`config.mk`:
```
export PLATFORM = sky130hd
export DESIGN_NAME = alarm_snooze_repeat_scheduler_top_flat
export DESIGN_NICKNAME = d
export VERILOG_FILES = /design/src/rtl/asrs_pkg.sv /design/src/rtl/asrs_req_if.sv /design/src/rtl/asrs_rsp_if.sv /design/src/rtl/asrs_cfg.sv /design/src/rtl/asrs_sec_div.sv /design/src/rtl/asrs_engine.sv /design/src/rtl/alarm_snooze_repeat_scheduler_top.sv /design/src/flat_wrapper.sv
export VERILOG_INCLUDE_DIRS = /design/src /design/src/rtl
export SDC_FILE = /design/constraint.sdc
export NUM_CORES = 2
export LEC_CHECK = 0
export BUFFER_PORTS_ARGS = -buffer_cell sky130_fd_sc_hd__buf_4
export CORE_MARGIN = 2
export CORE_UTILIZATION = 60
export CTS_BUF_LIST = sky130_fd_sc_hd__clkbuf_4 sky130_fd_sc_hd__clkbuf_8 sky130_fd_sc_hd__clkbuf_16
export DETAILED_ROUTE_END_ITERATION = 6
export PLACE_DENSITY = 0.86
export SYNTH_ARGS = -nofsm -noshare
export SYNTH_HDL_FRONTEND = slang
export SYNTH_HIERARCHICAL = 1
export SYNTH_SLANG_ARGS = --single-unit
```
`constraint.sdc`:
```
create_clock -name clock -period 18.5 [get_ports clock]
set_input_delay 1.85 -clock clock [delete_from_list [all_inputs] [get_ports clock]]
set_output_delay 1.85 -clock clock [all_outputs]
set_load 0.01 [all_outputs]
```
`src/rtl/alarm_snooze_repeat_scheduler_top_macros.svh`:
```
// assertion macros for the alarm snooze repeat scheduler
// no dependencies; included by the top level only
`ifndef ALARM_SNOOZE_REPEAT_SCHEDULER_TOP_MACROS_SVH
`define ALARM_SNOOZE_REPEAT_SCHEDULER_TOP_MACROS_SVH

// same-cycle implication, checked outside reset
`define ASRS_ASSERT_NOW(label, clk, rst, ante, cons) \
   label: assert property (@(posedge clk) disable iff (rst) (ante) |-> (cons)) \
      else $error("asrs assertion failed");

// next-cycle implication, checked outside reset
`define ASRS_ASSERT_NEXT(label, clk, rst, ante, cons) \
   label: assert property (@(posedge clk) disable iff (rst) (ante) |=> (cons)) \
      else $error("asrs assertion failed");

`endif

```
`src/rtl/asrs_pkg.sv`:
```
// shared types, constants and level decode functions for the alarm scheduler
// no dependencies
`timescale 1ns / 1ps

package asrs_pkg;

   // event modes
   localparam logic [1:0] MODE_CHECK  = 2'd0;
   localparam logic [1:0] MODE_SNOOZE = 2'd1;
   localparam logic [1:0] MODE_RECORD = 2'd2;

   // alarm levels
   localparam logic [2:0] LVL_NORMAL    = 3'd0;
   localparam logic [2:0] LVL_LOW_ALARM = 3'd1;
   localparam logic [2:0] LVL_HIGH_ALARM = 3'd2;
   localparam logic [2:0] LVL_LOOP_ERR  = 3'd3;
   localparam logic [2:0] LVL_LOW_WARN  = 3'd4;
   localparam logic [2:0] LVL_HIGH_WARN = 3'd5;
   localparam logic [2:0] LVL_NO_DATA   = 3'd6;

   // directions
   localparam logic [1:0] DIR_NONE = 2'd0;
   localparam logic [1:0] DIR_LOW  = 2'd1;
   localparam logic [1:0] DIR_HIGH = 2'd2;
   localparam logic [1:0] DIR_DATA = 2'd3;

   // sound codes
   localparam logic [2:0] SND_NONE       = 3'd0;
   localparam logic [2:0] SND_LOW_ALARM  = 3'd1;
   localparam logic [2:0] SND_HIGH_ALARM = 3'd2;
   localparam logic [2:0] SND_LOW_WARN   = 3'd3;
   localparam logic [2:0] SND_HIGH_WARN  = 3'd4;
   localparam logic [2:0] SND_NO_DATA    = 3'd5;

   // register indexes
   localparam logic [1:0] CSR_SNOOZE_MIN  = 2'd0;
   localparam logic [1:0] CSR_REPEAT_MIN  = 2'd1;
   localparam logic [1:0] CSR_SNOOZE_MAX  = 2'd2;
   localparam logic [1:0] CSR_DEBOUNCE_MS = 2'd3;

   localparam int CSR_DATA_W = 20;

   // time conversion
   localparam logic [15:0] MS_PER_MIN  = 16'd60000;
   localparam logic [5:0]  SEC_PER_MIN = 6'd60;
   // x / 1000 == (x * RECIP_1000) >> RECIP_SHIFT, exact for every 32-bit x
   localparam logic [28:0] RECIP_1000  = 29'd274877907;
   localparam int          RECIP_SHIFT = 38;

   // register reset values, with the derived forms kept by the block
   localparam logic [21:0] RST_STEP_SEC  = 22'd1800;
   localparam logic [31:0] RST_REPEAT_MS = 32'd300000;
   localparam logic [19:0] RST_MAX_SEC   = 20'd14400;
   localparam logic [15:0] RST_DEBOUNCE  = 16'd1000;

   typedef struct packed {
      logic [21:0] step_sec;    // snooze step in seconds, zero minutes taken as one
      logic [31:0] repeat_ms;   // repeat interval in ms
      logic [19:0] max_sec;
      logic [15:0] debounce_ms;
   } cfg_type;

   typedef struct packed {
      logic [1:0]  mode;
      logic [31:0] now_ms;
      logic [2:0]  level;
   } req_item_type;

   typedef struct packed {
      logic        fire;
      logic [2:0]  sound_code;
      logic [19:0] snooze_left_sec;
      logic        snooze_applied;
   } rsp_item_type;

   function automatic logic [1:0] rank_of(input logic [2:0] lv);
      logic [1:0] r;
      case (lv) inside
         LVL_LOW_ALARM, LVL_HIGH_ALARM:           r = 2'd3;
         LVL_LOOP_ERR, LVL_LOW_WARN, LVL_HIGH_WARN: r = 2'd2;
         LVL_NO_DATA:                             r = 2'd1;
         default:                                 r = 2'd0;
      endcase
      return r;
   endfunction

   function automatic logic [1:0] dir_of(input logic [2:0] lv);
      logic [1:0] d;
      case (lv) inside
         LVL_LOW_ALARM, LVL_LOW_WARN:   d = DIR_LOW;
         LVL_HIGH_ALARM, LVL_HIGH_WARN: d = DIR_HIGH;
         LVL_LOOP_ERR, LVL_NO_DATA:     d = DIR_DATA;
         default:                       d = DIR_NONE;
      endcase
      return d;
   endfunction

   function automatic logic [2:0] sound_of(input logic [2:0] lv);
      logic [2:0] s;
      case (lv) inside
         LVL_LOW_ALARM:             s = SND_LOW_ALARM;
         LVL_HIGH_ALARM:            s = SND_HIGH_ALARM;
         LVL_LOW_WARN:              s = SND_LOW_WARN;
         LVL_HIGH_WARN:             s = SND_HIGH_WARN;
         LVL_LOOP_ERR, LVL_NO_DATA: s = SND_NO_DATA;
         default:                   s = SND_NONE;
      endcase
      return s;
   endfunction

endpackage

```
`src/rtl/asrs_req_if.sv`:
```
// event channel: valid/ready handshake with mode, time and level
// no dependencies
`timescale 1ns / 1ps

interface asrs_req_if;
   logic        valid;
   logic        ready;
   logic [1:0]  mode;
   logic [31:0] now_ms;
   logic [2:0]  level;

   modport source (output valid, output mode, output now_ms, output level, input ready);
   modport sink   (input valid, input mode, input now_ms, input level, output ready);
endinterface

```
`src/rtl/asrs_rsp_if.sv`:
```
// result channel: valid/ready handshake with fire decision and snooze status
// no dependencies
`timescale 1ns / 1ps

interface asrs_rsp_if;
   logic        valid;
   logic        ready;
   logic        fire;
   logic [2:0]  sound_code;
   logic [19:0] snooze_left_sec;
   logic        snooze_applied;

   modport source (output valid, output fire, output sound_code, output snooze_left_sec,
                   output snooze_applied, input ready);
   modport sink   (input valid, input fire, input sound_code, input snooze_left_sec,
                   input snooze_applied, output ready);
endinterface

```
`src/rtl/asrs_cfg.sv`:
```
// configuration registers, kept in the derived units the datapath uses
// depends on asrs_pkg
`timescale 1ns / 1ps

module asrs_cfg (
   input  logic                           clock,
   input  logic                           reset,
   input  logic                           csr_we,
   input  logic [1:0]                     csr_index,
   input  logic [asrs_pkg::CSR_DATA_W-1:0] csr_wdata,
   output asrs_pkg::cfg_type              cfg
);

   asrs_pkg::cfg_type cfg_ff, cfg_in;
   logic [15:0] minutes;
   logic [15:0] snz_minutes;

   always_comb begin
      minutes     = csr_wdata[15:0];
      snz_minutes = (minutes == 16'd0) ? 16'd1 : minutes;
      cfg_in      = cfg_ff;
      if (csr_we) begin
         case (csr_index)
            asrs_pkg::CSR_SNOOZE_MIN: begin
               cfg_in.step_sec = 22'(snz_minutes * 22'(asrs_pkg::SEC_PER_MIN));
            end
            asrs_pkg::CSR_REPEAT_MIN: begin
               cfg_in.repeat_ms = 32'(minutes) * 32'(asrs_pkg::MS_PER_MIN);
            end
            asrs_pkg::CSR_SNOOZE_MAX: begin
               cfg_in.max_sec = csr_wdata[19:0];
            end
            asrs_pkg::CSR_DEBOUNCE_MS: begin
               cfg_in.debounce_ms = csr_wdata[15:0];
            end
            default: begin
               cfg_in = cfg_ff;
            end
         endcase
      end
   end

   always_ff @(posedge clock) begin
      if (reset) begin
         cfg_ff.step_sec    <= asrs_pkg::RST_STEP_SEC;
         cfg_ff.repeat_ms   <= asrs_pkg::RST_REPEAT_MS;
         cfg_ff.max_sec     <= asrs_pkg::RST_MAX_SEC;
         cfg_ff.debounce_ms <= asrs_pkg::RST_DEBOUNCE;
      end else begin
         cfg_ff <= cfg_in;
      end
   end

   assign cfg = cfg_ff;

endmodule

```
`src/rtl/asrs_sec_div.sv`:
```
// millisecond to whole-second conversion by reciprocal multiply
// depends on asrs_pkg
`timescale 1ns / 1ps

module asrs_sec_div (
   input  logic [31:0] ms,
   output logic [22:0] sec
);

   logic [60:0] prod;

   assign prod = 61'(ms) * 61'(asrs_pkg::RECIP_1000);
   // quotient of a 32-bit value by 1000 needs 23 bits
   assign sec  = prod[asrs_pkg::RECIP_SHIFT +: 23];

endmodule

```
`src/rtl/asrs_engine.sv`:
```
// scheduler state and single-pass decision logic for one event
// depends on asrs_pkg and asrs_sec_div
`timescale 1ns / 1ps

module asrs_engine (
   input  logic                   clock,
   input  logic                   reset,
   input  logic                   advance,
   input  asrs_pkg::req_item_type item,
   input  asrs_pkg::cfg_type      cfg,
   output asrs_pkg::rsp_item_type result
);

   logic [31:0] start_ff, start_in;
   logic [19:0] len_ff, len_in;
   logic [2:0]  snz_lvl_ff, snz_lvl_in;
   logic [31:0] last_fire_ff, last_fire_in;
   logic        fired_once_ff, fired_once_in;

   logic [31:0] elapsed;
   logic [22:0] gone_sec;
   logic        active;
   logic [19:0] left;
   logic        suppress;
   logic        repeat_due;
   logic        fire;
   logic        same_lvl;
   logic        debounced;
   logic [22:0] dur_raw;
   logic [19:0] dur;
   logic        applied;

   asrs_sec_div u_sec_div (
      .ms  (elapsed),
      .sec (gone_sec)
   );

   always_comb begin
      elapsed = item.now_ms - start_ff;
      active  = (len_ff != 20'd0) && (gone_sec < 23'(len_ff));
      left    = active ? (len_ff - gone_sec[19:0]) : 20'd0;

      // check: quiet while a snooze covers this direction at equal or higher rank
      suppress = active
                 && (asrs_pkg::dir_of(item.level) == asrs_pkg::dir_of(snz_lvl_ff))
                 && (asrs_pkg::rank_of(item.level) <= asrs_pkg::rank_of(snz_lvl_ff));
      repeat_due = (item.now_ms - last_fire_ff) > cfg.repeat_ms;
      fire = (item.mode == asrs_pkg::MODE_CHECK) && (item.level != asrs_pkg::LVL_NORMAL)
             && !suppress && (!fired_once_ff || repeat_due);

      // snooze: extend a live snooze at the same level, ignore presses in the window
      same_lvl  = active && (item.level == snz_lvl_ff);
      debounced = same_lvl && (elapsed < 32'(cfg.debounce_ms));
      dur_raw   = same_lvl ? (23'(left) + 23'(cfg.step_sec)) : 23'(cfg.step_sec);
      dur       = (dur_raw > 23'(cfg.max_sec)) ? cfg.max_sec : dur_raw[19:0];
      applied   = (item.mode == asrs_pkg::MODE_SNOOZE) && !debounced;

      start_in      = start_ff;
      len_in        = len_ff;
      snz_lvl_in    = snz_lvl_ff;
      last_fire_in  = last_fire_ff;
      fired_once_in = fired_once_ff;
      if (advance) begin
         case (item.mode)
            asrs_pkg::MODE_SNOOZE: begin
               if (applied) begin
                  start_in   = item.now_ms;
                  len_in     = dur;
                  snz_lvl_in = item.level;
               end
            end
            asrs_pkg::MODE_RECORD: begin
               last_fire_in  = item.now_ms;
               fired_once_in = 1'b1;
            end
            default: begin
               fired_once_in = fired_once_ff;
            end
         endcase
      end

      result.fire            = fire;
      result.sound_code      = asrs_pkg::sound_of(item.level);
      result.snooze_left_sec = applied ? dur : left;
      result.snooze_applied  = applied;
   end

   always_ff @(posedge clock) begin
      if (reset) begin
         start_ff      <= 32'd0;
         len_ff        <= 20'd0;
         snz_lvl_ff    <= asrs_pkg::LVL_NORMAL;
         last_fire_ff  <= 32'd0;
         fired_once_ff <= 1'b0;
      end else begin
         start_ff      <= start_in;
         len_ff        <= len_in;
         snz_lvl_ff    <= snz_lvl_in;
         last_fire_ff  <= last_fire_in;
         fired_once_ff <= fired_once_in;
      end
   end

endmodule

```
`src/rtl/alarm_snooze_repeat_scheduler_top.sv`:
```
// top level of the alarm snooze and repeat scheduler: channels, pipeline registers
// depends on asrs_pkg, asrs_req_if, asrs_rsp_if, asrs_cfg, asrs_engine and the macros header
`timescale 1ns / 1ps

`include "alarm_snooze_repeat_scheduler_top_macros.svh"

// Alarm snooze and repeat scheduler. Every event transfer (check, snooze or record, with
// a millisecond time and an alarm level) produces exactly one result transfer carrying the
// fire decision, the sound code, the snooze seconds left and whether a snooze press took
// effect. The block takes one event per clock while the result side is ready; each event
// is held in the input register and then in the result register. The clock rate is set by
// the single-pass decision path, whose longest leg is the reciprocal multiply that turns the
// elapsed snooze time into whole seconds followed by the seconds-left compare; the scheduler
// state feeds back into that path every cycle so events that follow each other closely see
// each other's effect. Backpressure on the result side stalls the result register first and
// then the input register. Registers must be written through the csr port only while no
// event is in flight, which the block does not enforce; repeat and snooze step are kept
// pre-scaled to ms and seconds. There is no clearing pass after reset.

module alarm_snooze_repeat_scheduler_top (
   input  logic                            clock,
   input  logic                            reset,
   asrs_req_if.sink                        req_chan,
   asrs_rsp_if.source                      rsp_chan,
   input  logic                            csr_we,
   input  logic [1:0]                      csr_index,
   input  logic [asrs_pkg::CSR_DATA_W-1:0] csr_wdata
);

   // configuration
   asrs_pkg::cfg_type cfg;

   // input register
   logic                   in_valid_ff, in_valid_in;
   asrs_pkg::req_item_type in_item_ff, in_item_in;

   // result register
   logic                   out_valid_ff, out_valid_in;
   asrs_pkg::rsp_item_type out_item_ff, out_item_in;

   asrs_pkg::rsp_item_type result;
   logic                   advance;   // event moves from input to result register
   logic                   req_xfer;

   asrs_cfg u_cfg (
      .clock     (clock),
      .reset     (reset),
      .csr_we    (csr_we),
      .csr_index (csr_index),
      .csr_wdata (csr_wdata),
      .cfg       (cfg)
   );

   asrs_engine u_engine (
      .clock   (clock),
      .reset   (reset),
      .advance (advance),
      .item    (in_item_ff),
      .cfg     (cfg),
      .result  (result)
   );

   // result register frees up when empty or when its transfer completes
   assign advance        = in_valid_ff && (!out_valid_ff || rsp_chan.ready);
   assign req_chan.ready = !in_valid_ff || advance;
   assign req_xfer       = req_chan.valid && req_chan.ready;

   always_comb begin
      in_valid_in = req_xfer || (in_valid_ff && !advance);
      in_item_in  = in_item_ff;
      if (req_xfer) begin
         in_item_in.mode   = req_chan.mode;
         in_item_in.now_ms = req_chan.now_ms;
         in_item_in.level  = req_chan.level;
      end

      out_valid_in = advance || (out_valid_ff && !rsp_chan.ready);
      out_item_in  = advance ? result : out_item_ff;
   end

   // control state
   always_ff @(posedge clock) begin
      if (reset) begin
         in_valid_ff  <= 1'b0;
         out_valid_ff <= 1'b0;
      end else begin
         in_valid_ff  <= in_valid_in;
         out_valid_ff <= out_valid_in;
      end
   end

   // payload, no reset needed
   always_ff @(posedge clock) begin
      in_item_ff  <= in_item_in;
      out_item_ff <= out_item_in;
   end

   assign rsp_chan.valid           = out_valid_ff;
   assign rsp_chan.fire            = out_item_ff.fire;
   assign rsp_chan.sound_code      = out_item_ff.sound_code;
   assign rsp_chan.snooze_left_sec = out_item_ff.snooze_left_sec;
   assign rsp_chan.snooze_applied  = out_item_ff.snooze_applied;

   // a result is never both a firing and an applied snooze
   `ASRS_ASSERT_NOW(a_fire_vs_applied, clock, reset, out_valid_ff, !(out_item_ff.fire && out_item_ff.snooze_applied))
   // an event leaving the input register always lands in the result register
   `ASRS_ASSERT_NEXT(a_advance_fills, clock, reset, advance, out_valid_ff)
   // a held event in the input register blocks new transfers
   `ASRS_ASSERT_NOW(a_hold_blocks, clock, reset, in_valid_ff && !advance, !req_chan.ready)

endmodule
```
`src/flat_wrapper.sv`:
```
// flat-port wrapper written by rule: the top's interface ports become plain ports
module alarm_snooze_repeat_scheduler_top_flat 
  (clock, reset, csr_we, csr_index, csr_wdata, req_chan_valid, req_chan_mode, req_chan_now_ms, req_chan_level, req_chan_ready, rsp_chan_valid, rsp_chan_fire, rsp_chan_sound_code, rsp_chan_snooze_left_sec, rsp_chan_snooze_applied, rsp_chan_ready);
  asrs_req_if req_chan_i ();
  asrs_rsp_if rsp_chan_i ();
  input  logic clock;
  input  logic reset;
  input  logic csr_we;
  input  logic [1:0] csr_index;
  input  logic [asrs_pkg::CSR_DATA_W-1:0] csr_wdata;
  input wire logic [$bits(req_chan_i.valid)-1:0] req_chan_valid;
  input wire logic [$bits(req_chan_i.mode)-1:0] req_chan_mode;
  input wire logic [$bits(req_chan_i.now_ms)-1:0] req_chan_now_ms;
  input wire logic [$bits(req_chan_i.level)-1:0] req_chan_level;
  output wire logic [$bits(req_chan_i.ready)-1:0] req_chan_ready;
  output wire logic [$bits(rsp_chan_i.valid)-1:0] rsp_chan_valid;
  output wire logic [$bits(rsp_chan_i.fire)-1:0] rsp_chan_fire;
  output wire logic [$bits(rsp_chan_i.sound_code)-1:0] rsp_chan_sound_code;
  output wire logic [$bits(rsp_chan_i.snooze_left_sec)-1:0] rsp_chan_snooze_left_sec;
  output wire logic [$bits(rsp_chan_i.snooze_applied)-1:0] rsp_chan_snooze_applied;
  input wire logic [$bits(rsp_chan_i.ready)-1:0] rsp_chan_ready;
  assign req_chan_i.valid = req_chan_valid;
  assign req_chan_i.mode = req_chan_mode;
  assign req_chan_i.now_ms = req_chan_now_ms;
  assign req_chan_i.level = req_chan_level;
  assign req_chan_ready = req_chan_i.ready;
  assign rsp_chan_valid = rsp_chan_i.valid;
  assign rsp_chan_fire = rsp_chan_i.fire;
  assign rsp_chan_sound_code = rsp_chan_i.sound_code;
  assign rsp_chan_snooze_left_sec = rsp_chan_i.snooze_left_sec;
  assign rsp_chan_snooze_applied = rsp_chan_i.snooze_applied;
  assign rsp_chan_i.ready = rsp_chan_ready;
  alarm_snooze_repeat_scheduler_top u_core (.clock(clock), .reset(reset), .req_chan(req_chan_i), .rsp_chan(rsp_chan_i), .csr_we(csr_we), .csr_index(csr_index), .csr_wdata(csr_wdata));
endmodule
```
Word-level counts from Yosys, hierarchy flattened. Cells that the tools add are included.

Flip-flop bits (word level): 235. Input port bits: 64. Output and inout port bits: 27. Word-level logic and storage cells: 118.

Add/sub/neg operators: 4. Multiply operators: 3. $lt $le $gt $ge: 5. Eq/ne operators: 19. Mux-type cells: 21. Reductions and logical operators: 47.

Operator list (number): subtractor 32 bit (2); multiplier 32 x 29 -> 61 bit (second input constant) (1); 2-to-1 mux 20 bit (3); > comparator 32 bit (1); less-than comparator 32 x 16 -> 1 bit (1); multiplier 16 x 11 -> 27 bit (second input constant) (1); 2-to-1 mux 2 bit (12); adder 20 x 22 -> 23 bit (1); > comparator 23 x 20 -> 1 bit (1); less-than comparator 23 x 20 -> 1 bit (1); 2-to-1 mux 23 bit (1); multiplier 16 x 4 -> 20 bit (second input constant) (1); nonzero test 20 bit (1); subtractor 20 bit (1); == test 3 bit (second input constant) (6); logical NOT 16 bit (1); 2-to-1 mux 16 bit (1); OR reduction 2 bit (8); logical AND 1 bit (13); == test 3 x 2 -> 1 bit (second input constant) (4); AND reduction 2 bit (5); OR reduction 3 bit (3); logical NOT 1 bit (7); == test 2 bit (second input constant) (3); other kinds (11) (20).

Longest topological paths before layout.
Word-level depth: 11. Mapped depth: 68. Mapped depth without buffers: 66.

Modules after synthesis. The synthesis kept the hierarchy.

Modules (own cells, without submodules): asrs_sec_div (instances 1, cells each 1522, area an instance 14744.1 um2, sequential area each 0.0 um2); asrs_engine (instances 1, cells each 1603, area an instance 11918.9 um2, sequential area each 1761.7 um2); asrs_cfg (instances 1, cells each 906, area an instance 7958.9 um2, sequential area each 1661.6 um2); alarm_snooze_repeat_scheduler_top (instances 1, cells each 72, area an instance 1965.6 um2, sequential area each 1901.8 um2).

Least setup slack after synthesis. Ideal clock, no wire load.

Kind: flip-flop to flip-flop. Start: register u_core/in_item_ff[3] (netlist bit). End: register u_core.u_engine.len_ff[16]. Library setup time: 121 ps. Data arrival time: 14953 ps. Data required time: 18379 ps. Path slack: 3425 ps. Stages on the path, launching flop included: 65. Path buffers: 3. Period minus slack after synthesis: 15075 ps. Cells stage by stage: edfxtp_1 > inv_1 > ha_1 > inv_1 > fa_1 > a211oi_1 > o21a_1 > a211o_1 > and2_0 > o21ai_1 > xor2_1 > ha_1 > fa_1 > fa_1 > inv_1 > fa_1 > inv_1 > fa_1 > [... 29 more ...] > a21o_1 > o221a_2 > a31oi_1 > xnor2_1 > o21ai_0 > ha_1 > nand2_1 > nor2_1 > a2111oi_0 > nand3_1 > o32a_1 > or4_1 > o311a_1 > buf_2 > buf_1 > mux2i_1 > nor2_1 > mux2_4.

Word-level cells in the longest chain between the ends: 9. Elaborated cells between the ends (all ways): 16. Classes of those cells: add/sub (3); mul (1); order compare (3); mux (3); reduce/logical (6).

Ends and longest elaborated chain: start, declared (line alarm_snooze_repeat_scheduler_top.sv:35) `asrs_pkg::req_item_type in_item_ff, in_item_in;`; start signal, assigned (line alarm_snooze_repeat_scheduler_top.sv:94) `in_item_ff <= in_item_in;`; subtractor 32 bit * (line asrs_engine.sv:39) `elapsed = item.now_ms - start_ff;`; net u_core.u_engine.elapsed[22] (line asrs_engine.sv:20) `logic [31:0] elapsed;`; multiplier 32 x 29 -> 61 bit * (line asrs_sec_div.sv:12) `assign prod = 61'(ms) * 61'(asrs_pkg::RECIP_1000);`; net u_core.u_engine.gone_sec[17] (line asrs_engine.sv:21) `logic [22:0] gone_sec;`; less-than comparator 23 x 20 -> 1 bit (line asrs_engine.sv:40) `active = (len_ff != 20'd0) && (gone_sec < 23'(len_ff));`; logical AND 1 bit (line asrs_engine.sv:40); 2-to-1 mux 20 bit or logical AND 1 bit (tied branches) (line asrs_engine.sv:41, asrs_engine.sv:52); adder 20 x 22 -> 23 bit or logical AND 1 bit (tied branches) (line asrs_engine.sv:54, asrs_engine.sv:53); 2-to-1 mux 23 bit or logical NOT 1 bit (tied branches) (line asrs_engine.sv:54, asrs_engine.sv:56); > comparator 23 x 20 -> 1 bit or logical AND 1 bit (tied branches) (line asrs_engine.sv:55, asrs_engine.sv:56); 2-to-1 mux 20 bit or AND reduction 3 bit (tied branches); end signal, assigned (line asrs_engine.sv:97) `len_ff <= len_in;`; end, declared (line asrs_engine.sv:15) `logic [19:0] len_ff, len_in;`.

Mark *: on every way through the listed nets, which the timed path passes. The rest lies on a longest branch. A chain may end at the register's enable or synchronous reset.

==> results.md <==
* Status: completed
* Dpl cell area at 38100 µm²
* R2R Path Start: u_core/in_item_ff[3]
* DRT Wirelength at 98500 µm
* Hold_ws at 456 ps
* Mapped Area at 36600 µm²
* Hold Path Class: reg -> reg
* Clk buf depth at 3
* Worst Tran Pin Value at 1180 ps
* Worst setup path end: u_core/rsp_chan.snooze_left_sec[5]
* Syn_area_per_cell at around 8.9 µm²
* Period minus WS final at 17080 ps
* Final hold vios at 0
* Die area at ~63000 µm²
* FMAX at 0.0586 GHz
* CTS resizes at 0
* Most frequent cell on the critical path: fa_1
* Initial DRC count at 2616
* Compound-Gate Fraction of Synth Area at 13.5%
* Register area share after synthesis at 14.6%
* Slowest cell on the critical path: o31ai_1
* Clock insertion delay at the later pin of the skew report at between 500 and 600 ps
* R2r setup slk at between 1000 and 1500 ps
* CTS tree: yes
* Post-synth top flop: dfxtp_1
* Core region area at around 60000 µm²
* Design Area, Final at 39100 µm²
* Max-cap violations at 0
* Final HPWL DP at ~80000 µm
* Crit-path max cell delay at 760 ps
* Synth unique cells at ~100
* GPL Wtd Cong at 1.03
* Async set-or-reset flop fraction in the synthesized netlist at 0%
* PortBufs at 90
* WL per Instance at 19.8 µm
* EDFF count, synth at 62
* Reg2reg path depth at 60
* Register bit total from synthesis at 235
* RSZ-0062 raised after global routing: no
* Initial antenna violation count at 2
* Synth area leaders: ha_1 23%, fa_1 21%, dfxtp_1 9.5%, inv_1 8.7%, edfxtp_1 5.1%
* TritonCTS Buffers at 24
* R2r endpoint: u_core/rsp_chan.snooze_left_sec[5]
* Synth Warn # at 6
* Multiplexer area fraction after synthesis at approximately 2.5%
* Largest net degree at the start of global routing at 87
* Dpl ws at 1700 ps
* Clock root buffer: clkbuf_16
* Clock sinks at about 240
* NumNets Final at 5305
* Clock Skew at 11.9 ps
* Fraction of layout cells with a size suffix above 1 at 6.07%
* Main combinational cell family by area after synthesis: adder cells
* Post-route setup slack at about 1400 ps
* Clock H-tree levels at 1
* Pre-antenna DRT Iters at 6
* Hold_buf cts at 0
* Setup CP Type: reg -> reg
* Die Wd at roughly 250 µm
* Setup repair bufs after CTS at 0
* Vias per cell at 5.95
* Critical path launch point: u_core/in_item_ff[3]
* Final TNS setup at 0 ps
* Boundary Pins at 91
* Post-synthesis adder-cell area fraction at 44.7%
* Worst-path fanout max at 20
* First-pass GRT wire length at about 160000 µm
* Number of global-route vias before repair at 30328
* Post-Synthesis Cells at 4103
* Post-route DRC violation count at 0
* Die Y at 251 µm
* Overall routing resource usage at 31.3%
* Post-Synth XOR/XNOR Area at 3.54%
* Total gr overflow at 0
* Top cell type's share of synthesized area at 23.4%
* Data arrival time of the critical path at 17380 ps
* Dominant cell type by area after synthesis: ha_1
* Critical Path Start Type: flip-flop
* Post-route ant nets at 0
* Part of the cycle the worst path needs at 92.3%
* Max_slew headroom at around a fifth
* Most frequent cells in the layout: 852 x inv_1, 683 x ha_1, 390 x fa_1
* Commonest non-fill, non-tap cell in the layout: inv_1
* Final setup fails at 0
* Clk pin slew, worst setup/hold paths at 70 ps
* CP required at 18800 ps
* # rows at 90
* Crit end category: flip-flop
* Area Overhead vs Synth at 6.74%
* Via Count at 29589
* Simple-Gate Fraction of Synth Area at 11.3%
* Effective utilization at floorplan at 60.6%
* Slew Limit Fails at 0
==> cell usage after synthesis, drive strengths merged (61+ instances only) <==
library cell  count
a21o            104
a21oi           261
clkbuf           67
dfxtp           173
edfxtp           62
fa              390
ha              683
inv             854
mux2i            61
nand2           308
nand2b          102
nand3            61
nor2            165
o21ai           156
xnor2            84
xor2             64
==> layer usage <==
| metal | routed length (µm) | GRT usage, % | vias to the layer above |
|---|---|---|---|
| met5 | 14 | 0 | - |
| met4 | 4350 | 13.0 | 2 |
| met3 | 6570 | 3.69 | 272 |
| met2 | 48200 | 54.4 | 1211 |
| met1 | 39300 | 39.5 | 14408 |
| li1 | - | - | 13696 |
==> registers in the layout, indices dropped and copies added (netlist names) <==
name and count:
u_core/rsp_chan.fire 1, u_core/in_valid_ff 1, u_core/u_engine/start_ff 32, u_core/u_cfg/cfg 83, u_core/rsp_chan.sound_code 3, u_core/u_engine/last_fire_ff 32
u_core/u_engine/len_ff 20, u_core/u_engine/fired_once_ff 1, u_core/rsp_chan.valid 1, u_core/rsp_chan.snooze_left_sec 20, u_core/in_item_ff 37, u_core/u_engine/snz_lvl_ff 3
u_core/rsp_chan.snooze_applied 1
==> final cells by class <==
| cell class | count | area [µm²] |
|---|---|---|
| Clock buffer | 33 | 723 |
| Timing Repair Buffer | 126 | 946 |
| Tap cell | 782 | 978 |
| Sequential cell | 235 | 5330 |
| Clock inverter | 11 | 185 |
| Inverter | 854 | 3210 |
| Multi-Input combinational cell | 2927 | 27700 |
| Fill cell | 4707 | 21300 |
| Antenna cell | 1 | 2.50 |
==> worst max-delay path: cells and delay by family, from the launching register on <==
kind,cells,cell delay (ps)
AOI/OAI and AO/OA,22,6350
xor gates and xnor gates,3,560
adders and majority gates,14,5760
buffers and inverters,9,1140
DFF,1,410
muxes,2,580
and+or+nand+nor,10,2040
==> per-stage QoR <==
stage,cells,utilization (%)
3_3_place_gp,4924,63.2
6_report,4969,64.7
4_1_cts,4968,64.7
5_1_grt,4968,64.7
3_5_place_dp,4924,63.2
2_1_floorplan,4109,-
==> cells by family after synthesis <==
logic type                 count (synthesis)
adders and majority gates               1073
buffers and inverters                    947
and+or+nand+nor                          849
AOI/OAI and AO/OA                        766
DFF                                      235
xor gates and xnor gates                 148
muxes                                     84
other                                      1
==> worst min-delay path by stage <==
stage                                                start  cells past startpoint                          endpoint
after floorplan                       u_core/u_cfg/cfg[59]                      2              u_core/u_cfg/cfg[59]
after global placement                u_core/u_cfg/cfg[63]                      2              u_core/u_cfg/cfg[63]
after detailed placement              u_core/u_cfg/cfg[63]                      2              u_core/u_cfg/cfg[63]
after CTS                             u_core/u_cfg/cfg[65]                      2              u_core/u_cfg/cfg[65]
after global routing      u_core/u_engine/last_fire_ff[24]                      2  u_core/u_engine/last_fire_ff[24]
final                                 u_core/u_cfg/cfg[47]                      2              u_core/u_cfg/cfg[47]
Power is left out: the tool's default activity adds up to more than one toggle a clock period on the data nets, which glitch-free logic cannot reach.
